$ cat config.mk
export PLATFORM = sky130hd
export DESIGN_NAME = i2c_master_byte_sequencer_flat
export DESIGN_NICKNAME = d
export VERILOG_FILES = /design/src/hdl/i2cms_pkg.sv /design/src/hdl/i2cms_if.sv /design/src/hdl/i2c_master_byte_sequencer.sv /design/src/hdl/i2cms_out_reg.sv /design/src/flat_wrapper.sv
export SDC_FILE = /design/constraint.sdc
export NUM_CORES = 1
export LEC_CHECK = 0
export BUFFER_PORTS_ARGS = -buffer_cell sky130_fd_sc_hd__buf_2
export CORE_MARGIN = 1.5
export CORE_UTILIZATION = 50
export CTS_CLUSTER_SIZE = 24
export DETAILED_ROUTE_END_ITERATION = 10
export HOLD_SLACK_MARGIN = 0.08
export PLACE_DENSITY = 0.79
export SLEW_MARGIN = 5
export SYNTH_ARGS = -nofsm -noshare
export SYNTH_HDL_FRONTEND = slang
export SYNTH_SLANG_ARGS = --single-unit
$ cat constraint.sdc
create_clock -name clock -period 3.6 [get_ports clock]
set_input_delay 0 -clock clock [delete_from_list [all_inputs] [get_ports clock]]
set_output_delay 0 -clock clock [all_outputs]
set_load 0.02 [all_outputs]
$ cat src/hdl/i2cms_pkg.sv
package i2cms_pkg;

   // defaults for the top level parameters and the register
   localparam int unsigned DELAY_WIDTH_DEF = 16;
   localparam int unsigned HALF_PERIOD_W   = 16;
   localparam logic [HALF_PERIOD_W-1:0] HALF_PERIOD_RESET = 16'd50;
   localparam int unsigned BITS_PER_BYTE   = 8;

   // command codes
   localparam logic [1:0] ACT_START = 2'd0;
   localparam logic [1:0] ACT_STOP  = 2'd1;
   localparam logic [1:0] ACT_WRITE = 2'd2;
   localparam logic [1:0] ACT_READ  = 2'd3;

   // sequencer states
   typedef enum logic [3:0] {
      ST_IDLE  = 4'd0,
      ST_S1    = 4'd1,
      ST_S2    = 4'd2,
      ST_P1    = 4'd3,
      ST_WHIGH = 4'd4,
      ST_WLOW  = 4'd5,
      ST_WACK  = 4'd6,
      ST_RHIGH = 4'd7,
      ST_RLOW  = 4'd8,
      ST_RACKH = 4'd9,
      ST_RACKL = 4'd10
   } seq_state_type;

   // one result word
   typedef struct packed {
      logic       scl_drive_low;
      logic       sda_drive_low;
      logic       busy_res;
      logic       done_res;
      logic [7:0] rx_byte;
      logic       ack_seen;
   } rsp_type;

endpackage

$ cat src/hdl/i2cms_if.sv
// command / line sample channel
interface i2cms_req_if;
   logic       valid;
   logic       ready;
   logic       cmd_valid;
   logic [1:0] action;
   logic [7:0] tx_byte;
   logic       send_nack;
   logic       sda_in;

   modport source (output valid, cmd_valid, action, tx_byte, send_nack, sda_in,
                   input ready);
   modport sink   (input valid, cmd_valid, action, tx_byte, send_nack, sda_in,
                   output ready);
endinterface

// line drive / status channel
interface i2cms_rsp_if;
   logic       valid;
   logic       ready;
   logic       scl_drive_low;
   logic       sda_drive_low;
   logic       busy_res;
   logic       done_res;
   logic [7:0] rx_byte;
   logic       ack_seen;

   modport source (output valid, scl_drive_low, sda_drive_low, busy_res, done_res,
                   rx_byte, ack_seen, input ready);
   modport sink   (input valid, scl_drive_low, sda_drive_low, busy_res, done_res,
                   rx_byte, ack_seen, output ready);
endinterface

// half period register write channel
interface i2cms_csr_if;
   logic        valid;
   logic        ready;
   logic [15:0] data;

   modport source (output valid, data, input ready);
   modport sink   (input valid, data, output ready);
endinterface

$ cat src/hdl/i2c_master_byte_sequencer.sv
// result: a word's result is in the output register from the cycle after it is accepted
// throughput: one word (one bus tick) per cycle; the result register with its
//   free-or-draining ready sets that figure, so the block stalls only on rsp backpressure
// reset: synchronous, active high; sequencer idle, both lines released,
//   half period back to 50 ticks, received byte and ack flag cleared
module i2c_master_byte_sequencer
   import i2cms_pkg::*;
#(
   parameter int unsigned DELAY_WIDTH = DELAY_WIDTH_DEF
)(
   input logic        clock,
   input logic        reset,
   i2cms_req_if.sink   req_ch,
   i2cms_rsp_if.source rsp_ch,
   i2cms_csr_if.sink   csr_ch
);

   localparam int unsigned CMP_W = (DELAY_WIDTH > HALF_PERIOD_W) ? DELAY_WIDTH
                                                                 : HALF_PERIOD_W;

   logic [HALF_PERIOD_W-1:0] half_period_ff;
   seq_state_type            state_ff, state_in;
   logic [DELAY_WIDTH-1:0]   phase_ff, phase_in;
   logic [3:0]               bit_ff, bit_in;
   logic [7:0]               shift_ff, shift_in;
   logic                     nack_ff, nack_in;
   logic                     scl_low_ff, scl_low_in;
   logic                     sda_low_ff, sda_low_in;
   logic                     ack_ff, ack_in;
   logic [7:0]               rx_ff, rx_in;
   logic                     done_in;

   logic                     step;
   logic                     can_load;
   logic                     timeout;
   logic                     last_bit;
   logic                     idle_st;
   logic [CMP_W-1:0]         hp_ext;
   logic [CMP_W-1:0]         lim_ext;
   logic [DELAY_WIDTH-1:0]   period;
   logic [DELAY_WIDTH-1:0]   reload;
   rsp_type                  rsp_in;
   rsp_type                  rsp_out;

   // config register, always writable
   assign csr_ch.ready = 1'b1;

   always_ff @(posedge clock) begin
      if (reset) begin
         half_period_ff <= HALF_PERIOD_RESET;
      end else if (csr_ch.valid) begin
         half_period_ff <= csr_ch.data;
      end
   end

   // effective period: zero reads as one, saturate at counter limit
   assign hp_ext  = CMP_W'(half_period_ff);
   assign lim_ext = CMP_W'({DELAY_WIDTH{1'b1}});

   always_comb begin
      if (hp_ext > lim_ext) begin
         period = {DELAY_WIDTH{1'b1}};
      end else if (hp_ext == '0) begin
         period = DELAY_WIDTH'(1);
      end else begin
         period = DELAY_WIDTH'(hp_ext);
      end
   end

   assign reload   = period - DELAY_WIDTH'(1);
   assign timeout  = (phase_ff == '0);
   assign last_bit = (bit_ff == 4'(BITS_PER_BYTE - 1));

   // unused state codes act as idle
   assign idle_st  = (state_ff == ST_IDLE) || (state_ff > ST_RACKL);

   assign step         = req_ch.valid && can_load;
   assign req_ch.ready = can_load;

   // next state, counters and shift register
   always_comb begin
      state_in = state_ff;
      phase_in = phase_ff;
      bit_in   = bit_ff;
      shift_in = shift_ff;
      nack_in  = nack_ff;
      if (idle_st) begin
         state_in = ST_IDLE;
         if (req_ch.cmd_valid) begin
            phase_in = reload;
            unique case (req_ch.action)
               ACT_START: state_in = ST_S1;
               ACT_STOP:  state_in = ST_P1;
               ACT_WRITE: begin
                  state_in = ST_WHIGH;
                  shift_in = req_ch.tx_byte;
                  bit_in   = '0;
               end
               default: begin
                  state_in = ST_RHIGH;
                  nack_in  = req_ch.send_nack;
                  shift_in = '0;
                  bit_in   = '0;
               end
            endcase
         end
      end else begin
         if (!timeout) begin
            phase_in = phase_ff - DELAY_WIDTH'(1);
         end else begin
            phase_in = reload;
            unique case (state_ff)
               ST_S1:    state_in = ST_S2;
               ST_WHIGH: state_in = ST_WLOW;
               ST_WLOW: begin
                  shift_in = {shift_ff[6:0], 1'b0};
                  bit_in   = bit_ff + 4'd1;
                  state_in = last_bit ? ST_WACK : ST_WHIGH;
               end
               ST_RHIGH: begin
                  shift_in = {shift_ff[6:0], req_ch.sda_in};
                  state_in = ST_RLOW;
               end
               ST_RLOW: begin
                  bit_in   = bit_ff + 4'd1;
                  state_in = last_bit ? ST_RACKH : ST_RHIGH;
               end
               ST_RACKH: state_in = ST_RACKL;
               default:  state_in = ST_IDLE;
            endcase
         end
      end
   end

   // line drive, done, ack and received byte
   always_comb begin
      scl_low_in = scl_low_ff;
      sda_low_in = sda_low_ff;
      ack_in     = ack_ff;
      rx_in      = rx_ff;
      done_in    = 1'b0;
      if (idle_st) begin
         if (req_ch.cmd_valid) begin
            scl_low_in = 1'b0;
            unique case (req_ch.action)
               ACT_START: sda_low_in = 1'b0;
               ACT_STOP:  sda_low_in = sda_low_ff;
               ACT_WRITE: sda_low_in = !req_ch.tx_byte[7];
               default:   sda_low_in = 1'b0;
            endcase
         end
      end else begin
         if (timeout) begin
            unique case (state_ff)
               ST_S1: begin
                  sda_low_in = 1'b1;
               end
               ST_S2: begin
                  scl_low_in = 1'b1;
                  sda_low_in = 1'b1;
                  done_in    = 1'b1;
               end
               ST_P1: begin
                  scl_low_in = 1'b0;
                  sda_low_in = 1'b0;
                  done_in    = 1'b1;
               end
               ST_WHIGH, ST_RHIGH, ST_RACKH: begin
                  scl_low_in = 1'b1;
               end
               ST_WLOW: begin
                  scl_low_in = 1'b0;
                  sda_low_in = last_bit ? 1'b0 : !shift_ff[6];
               end
               ST_WACK: begin
                  ack_in     = !req_ch.sda_in;
                  scl_low_in = 1'b1;
                  sda_low_in = 1'b1;
                  done_in    = 1'b1;
               end
               ST_RLOW: begin
                  scl_low_in = 1'b0;
                  sda_low_in = last_bit ? !nack_ff : 1'b0;
               end
               ST_RACKL: begin
                  scl_low_in = 1'b1;
                  sda_low_in = 1'b1;
                  rx_in      = shift_ff;
                  done_in    = 1'b1;
               end
               default: begin
                  scl_low_in = scl_low_ff;
               end
            endcase
         end
      end
   end

   // sequencer registers advance once per accepted word
   always_ff @(posedge clock) begin
      if (reset) begin
         state_ff   <= ST_IDLE;
         phase_ff   <= '0;
         bit_ff     <= '0;
         shift_ff   <= '0;
         nack_ff    <= 1'b0;
         scl_low_ff <= 1'b0;
         sda_low_ff <= 1'b0;
         ack_ff     <= 1'b0;
         rx_ff      <= '0;
      end else if (step) begin
         state_ff   <= state_in;
         phase_ff   <= phase_in;
         bit_ff     <= bit_in;
         shift_ff   <= shift_in;
         nack_ff    <= nack_in;
         scl_low_ff <= scl_low_in;
         sda_low_ff <= sda_low_in;
         ack_ff     <= ack_in;
         rx_ff      <= rx_in;
      end
   end

   // result word
   always_comb begin
      rsp_in.scl_drive_low = scl_low_in;
      rsp_in.sda_drive_low = sda_low_in;
      rsp_in.busy_res      = (state_in != ST_IDLE);
      rsp_in.done_res      = done_in;
      rsp_in.rx_byte       = rx_in;
      rsp_in.ack_seen      = ack_in;
   end

   i2cms_out_reg u_out_reg (
      .clock     (clock),
      .reset     (reset),
      .load      (step),
      .load_data (rsp_in),
      .can_load  (can_load),
      .out_valid (rsp_ch.valid),
      .out_ready (rsp_ch.ready),
      .out_data  (rsp_out)
   );

   assign rsp_ch.scl_drive_low = rsp_out.scl_drive_low;
   assign rsp_ch.sda_drive_low = rsp_out.sda_drive_low;
   assign rsp_ch.busy_res      = rsp_out.busy_res;
   assign rsp_ch.done_res      = rsp_out.done_res;
   assign rsp_ch.rx_byte       = rsp_out.rx_byte;
   assign rsp_ch.ack_seen      = rsp_out.ack_seen;

`ifndef SYNTH
   // a finishing word never reports busy
   a_done_not_busy: assert property (@(posedge clock) disable iff (reset)
      rsp_ch.valid && rsp_ch.done_res |-> !rsp_ch.busy_res)
      else $error("done word reported busy");

   // bit counter never runs past the ack bit
   a_bit_range: assert property (@(posedge clock) disable iff (reset)
      bit_ff <= 4'(BITS_PER_BYTE))
      else $error("bit counter out of range");

   // an accepted command always leaves idle
   a_cmd_starts: assert property (@(posedge clock) disable iff (reset)
      step && (state_ff == ST_IDLE) && req_ch.cmd_valid |=> (state_ff != ST_IDLE))
      else $error("command did not start sequencer");

   // sequencer state only moves on accepted words
   a_hold_stalled: assert property (@(posedge clock) disable iff (reset)
      !step |=> $stable(state_ff) && $stable(phase_ff))
      else $error("sequencer moved without an accepted word");
`endif

endmodule

$ cat src/hdl/i2cms_out_reg.sv
module i2cms_out_reg
   import i2cms_pkg::*;
(
   input  logic    clock,
   input  logic    reset,
   input  logic    load,
   input  rsp_type load_data,
   output logic    can_load,
   output logic    out_valid,
   input  logic    out_ready,
   output rsp_type out_data
);

   logic    valid_ff;
   logic    valid_in;
   rsp_type data_ff;

   // free when empty or being drained this cycle
   assign can_load = !valid_ff || out_ready;
   assign valid_in = load || (valid_ff && !out_ready);

   always_ff @(posedge clock) begin
      if (reset) begin
         valid_ff <= 1'b0;
      end else begin
         valid_ff <= valid_in;
      end
   end

   // payload holds while stalled
   always_ff @(posedge clock) begin
      if (load) begin
         data_ff <= load_data;
      end
   end

   assign out_valid = valid_ff;
   assign out_data  = data_ff;

endmodule

$ cat src/flat_wrapper.sv
// flat-port wrapper written by rule: the top's interface ports become plain ports
module i2c_master_byte_sequencer_flat import i2cms_pkg::*;
#(
   parameter int unsigned DELAY_WIDTH = DELAY_WIDTH_DEF
)
  (clock, reset, req_ch_valid, req_ch_cmd_valid, req_ch_action, req_ch_tx_byte, req_ch_send_nack, req_ch_sda_in, req_ch_ready, rsp_ch_valid, rsp_ch_scl_drive_low, rsp_ch_sda_drive_low, rsp_ch_busy_res, rsp_ch_done_res, rsp_ch_rx_byte, rsp_ch_ack_seen, rsp_ch_ready, csr_ch_valid, csr_ch_data, csr_ch_ready);
  i2cms_req_if req_ch_i ();
  i2cms_rsp_if rsp_ch_i ();
  i2cms_csr_if csr_ch_i ();
  input logic clock;
  input logic reset;
  input wire logic [$bits(req_ch_i.valid)-1:0] req_ch_valid;
  input wire logic [$bits(req_ch_i.cmd_valid)-1:0] req_ch_cmd_valid;
  input wire logic [$bits(req_ch_i.action)-1:0] req_ch_action;
  input wire logic [$bits(req_ch_i.tx_byte)-1:0] req_ch_tx_byte;
  input wire logic [$bits(req_ch_i.send_nack)-1:0] req_ch_send_nack;
  input wire logic [$bits(req_ch_i.sda_in)-1:0] req_ch_sda_in;
  output wire logic [$bits(req_ch_i.ready)-1:0] req_ch_ready;
  output wire logic [$bits(rsp_ch_i.valid)-1:0] rsp_ch_valid;
  output wire logic [$bits(rsp_ch_i.scl_drive_low)-1:0] rsp_ch_scl_drive_low;
  output wire logic [$bits(rsp_ch_i.sda_drive_low)-1:0] rsp_ch_sda_drive_low;
  output wire logic [$bits(rsp_ch_i.busy_res)-1:0] rsp_ch_busy_res;
  output wire logic [$bits(rsp_ch_i.done_res)-1:0] rsp_ch_done_res;
  output wire logic [$bits(rsp_ch_i.rx_byte)-1:0] rsp_ch_rx_byte;
  output wire logic [$bits(rsp_ch_i.ack_seen)-1:0] rsp_ch_ack_seen;
  input wire logic [$bits(rsp_ch_i.ready)-1:0] rsp_ch_ready;
  input wire logic [$bits(csr_ch_i.valid)-1:0] csr_ch_valid;
  input wire logic [$bits(csr_ch_i.data)-1:0] csr_ch_data;
  output wire logic [$bits(csr_ch_i.ready)-1:0] csr_ch_ready;
  assign req_ch_i.valid = req_ch_valid;
  assign req_ch_i.cmd_valid = req_ch_cmd_valid;
  assign req_ch_i.action = req_ch_action;
  assign req_ch_i.tx_byte = req_ch_tx_byte;
  assign req_ch_i.send_nack = req_ch_send_nack;
  assign req_ch_i.sda_in = req_ch_sda_in;
  assign req_ch_ready = req_ch_i.ready;
  assign rsp_ch_valid = rsp_ch_i.valid;
  assign rsp_ch_scl_drive_low = rsp_ch_i.scl_drive_low;
  assign rsp_ch_sda_drive_low = rsp_ch_i.sda_drive_low;
  assign rsp_ch_busy_res = rsp_ch_i.busy_res;
  assign rsp_ch_done_res = rsp_ch_i.done_res;
  assign rsp_ch_rx_byte = rsp_ch_i.rx_byte;
  assign rsp_ch_ack_seen = rsp_ch_i.ack_seen;
  assign rsp_ch_i.ready = rsp_ch_ready;
  assign csr_ch_i.valid = csr_ch_valid;
  assign csr_ch_i.data = csr_ch_data;
  assign csr_ch_ready = csr_ch_i.ready;
  i2c_master_byte_sequencer #(.DELAY_WIDTH(DELAY_WIDTH)) u_core (.clock(clock), .reset(reset), .req_ch(req_ch_i), .rsp_ch(rsp_ch_i), .csr_ch(csr_ch_i));
endmodule
==> flow_metrics.tcl <==
set metrics [dict create \
    synth_cells 492 \
    grt_first_pass_wirelength_mm 18.3 \
    min_period_over_period_pct 87.8 \
    final_area_um2 5080 \
    timing_hold_violations_final 0 \
    ant_nets 0 \
    root_buffer "clkbuf_8" \
    totalWireLength_mm 11.2 \
    hold-worst-slack_ps 97.3 \
    postCtsSetupRepairBufs 0 \
    cts_tree "done" \
    grtUsageTotal_pct 25.6 \
    synth_nets 534 \
    worst_clock_skew_ps 9.86 \
    synth_top_flop_cell "dfxtp_1" \
    cts_repair_resize_count 0 \
    timing.setup.tns_ps 0 \
    routabilityCongestion 0.905 \
    detailedRoute.firstPassIterationCount 5 \
    finalSetupViolations 0 \
    yosys_warnings 0 \
    count_of_unique_library_cells_instantiated_by_yosys 65 \
    number_of_flops_mapped_to_enable_cells_by_yosys 13 \
    power_leakage_nw 1.96 \
    detailed_place.area_um2 4620 \
    synth.cell_area_um2 4330 \
    fin_util_pct 61.2 \
    end_point_of_the_critical_path "u_core.u_out_reg.out_data[7]" \
    diodes 0 \
    fp-row-count 33 \
    cts_max_level 3 \
    worst_slew_margin_rel_pct 29.6 \
    io_pins 50 \
    worst-r2r-cell-count 5 \
    design.core.area_um2 8300 \
    die_x_um 96.1 \
    drcViolationCount 0 \
    dpl_worst_slack_ps 463 \
    peakVddDrop_uv 250 \
    floorplan.initialDensity_pct 52.2 \
    library_cell_occupying_the_most_area_in_the_post_synthesis_netlist "dfxtp_1" \
    synth.top_cell.area_share_pct 28.2 \
    design.die.area_um2 9230 \
    finalNetCount 593 \
    finalCriticalPeriod_ps 3160 \
    antenna_found_initial 0 \
    ff2ff_setup_slack_ps 440 \
    cell_breakdown_of_the_critical_path "or4_4, o21ai_4, nor4_2, and2_1, mux2_2" \
    overflow 0 \
    worst_skew_pair.late_latency_ps 360 \
    ys_ff_latch 74 \
    avgSynthCellArea_um2 8.80 \
    maxClockFrequency_mhz 316 \
    hold_fix_buffers_cts 26 \
    ys_top_cells_by_area "dfxtp_1, edfxtp_1, mux2i_1" \
    fp.dieH_um 96.1 \
    reg2reg_from "u_core.state_ff[1]" \
    worst_reg2reg_path_endpoint "u_core.u_out_reg.out_data[7]" \
    critical_path_max_stage_delay_ps 770 \
    via_count 3983 \
    critPathLaunch "u_core.state_ff[1]" \
    hpwl_reported_at_the_end_of_detailed_placement_mm 7.48 \
    end_kind "flip-flop" \
    synth.yosys.seq_area_share_pct 37.2 \
    timing.setup.critical_path_class "flip-flop to flip-flop" \
    crit_path_top_delay_cell "nor4_2" \
    rsz_0062_raised_after_global_routing "no" \
    timing_max_transition_violations_final 0 \
    wl_per_instance_um 16.9 \
    cts_max_path_buffers 2 \
    area_growth_pct 17.4 \
    critical_path.startpoint_type "flip-flop" \
    hold_path.class "primary input to flip-flop" \
    placement.io_buffers 48 \
    cts.reportedPaths.clkPinSlew_ps 90 \
    tritoncts.num_buffers 9 \
    cts.sinks 74 \
    synthArstFlopShare_pct 0 \
    power.density_nw_per_um2 438 \
    post_route_cells_drive_above_1_share_pct 19.1 \
    route.detailed.vias_per_inst 6.03 \
    pin_count_of_the_biggest_net_entering_global_routing 44 \
    worst_ep_arrival_time_ps 3270 \
    critical_path.max_fanout 28 \
    total_of_max_cap_violations 0 \
    drt_iter0_drc 365 \
    run_status "completed" \
    grt_pass1_vias 3838 \
    timing.final.ws_setup_ps 439 \
    critical_path_required_ps 3710 \
    worstMarginPinSlew_ps 1060 \
]
==> layer usage <==
layer / track usage [%] / vias to the layer above / wire length (um)
met5: 0 / - / 0
li1: - / 1933 / -
met1: 32.7 / 1888 / 4890
met4: 8.95 / 0 / 169
met2: 42.8 / 142 / 5480
met3: 5.13 / 20 / 639
==> where the power goes <==
group          total (mW)  internal, mW  switching [mW]
clock               0.685         0.333           0.352
sequential          0.939         0.887          0.0520
combinational       0.601         0.225           0.376
total                2.22          1.44           0.780
==> critical path: cells and delay by family (launching register included) <==
| kind | cells | cell delay, ps |
|---|---|---|
| compound gates | 1 | 220 |
| flops | 1 | 760 |
| mux | 1 | 390 |
| simple gates | 3 | 1530 |
==> synth_stat cells, drive strengths merged (10+ instances only) <==
cell type,instances
buf,11
nand4,10
clkbuf,23
mux2,17
nor2,40
nand2,39
nand3,19
nor4,16
nor2b,11
inv,22
a21oi,29
mux2i,30
o21ai,21
dfxtp,61
nor3,19
edfxtp,13
==> registers in the layout (all words and copies together), names as in the netlist <==
register	cells
u_core.nack_ff	1
u_core.state_ff	4
u_core.bit_ff	4
u_core.ack_ff	1
u_core.u_out_reg.out_data	13
u_core.rx_ff	8
u_core.phase_ff	16
u_core.sda_low_ff	1
u_core.half_period_ff	16
u_core.u_out_reg.out_valid	1
u_core.shift_ff	8
u_core.scl_low_ff	1
==> stage by stage <==
stage	power, mW	cells
after floorplan	1.36	492
after global placement	1.51	619
after detailed placement	1.52	619
after CTS	2.22	661
after global routing	2.33	661
final	2.22	661
==> worst min-delay path by stage <==
stage                            from                        to  depth (start not counted)
detailed placement     csr_ch_data[1]  u_core.half_period_ff[1]                          3
finish              req_ch_tx_byte[6]        u_core.shift_ff[6]                          4
global placement       csr_ch_data[5]  u_core.half_period_ff[5]                          3
global route        req_ch_tx_byte[1]        u_core.shift_ff[1]                          4
CTS                 req_ch_tx_byte[5]        u_core.shift_ff[5]                          4
floorplan               req_ch_sda_in             u_core.ack_ff                          1
==> cells in the final DEF (no fill, tap or decap), types with 5 or more instances in the layout <==
cell type,Yosys,layout
dfxtp_1,61,61
buf_2,5,48
nor2_1,40,40
nand2_1,39,39
mux2i_1,30,30
a21oi_1,29,29
dlygate4sd3_1,0,26
inv_1,22,22
nand3_1,19,19
nor3_1,19,19
o21ai_0,19,19
mux2_2,17,17
edfxtp_1,13,13
nor4_1,12,12
nor2b_1,11,11
nand4_1,10,10
clkbuf_8,0,9
xor2_1,8,8
ha_1,8,8
buf_4,1,8
o211ai_1,7,7
o31ai_1,7,7
o32ai_1,6,6
o31a_1,5,5
==> logic make-up (layout without fill, tap and decap cells) <==
logic type | count (synthesis) | in the layout | share of synthesized area, %
xor gates and xnor gates | 11 | 11 | 2.22
DFF | 74 | 74 | 37.2
and+or+nand+nor | 183 | 183 | 23.0
other | 1 | 1 | 0.0866
muxes | 47 | 47 | 11.4
buffers and inverters | 56 | 120 | 5.26
adders and majority gates | 9 | 9 | 2.54
AOI/OAI and AO/OA | 111 | 111 | 18.3
==> area by class of cell <==
cell class,instances,area [um^2]
clock buffers,9,124
clock inverters,7,81.3
fillers,679,3220
inverters,22,82.6
multi-input cells,362,2490
flip-flops and latches,74,1610
well taps,105,131
repair buffers,82,561
Power figures use the tool's default switching activity.
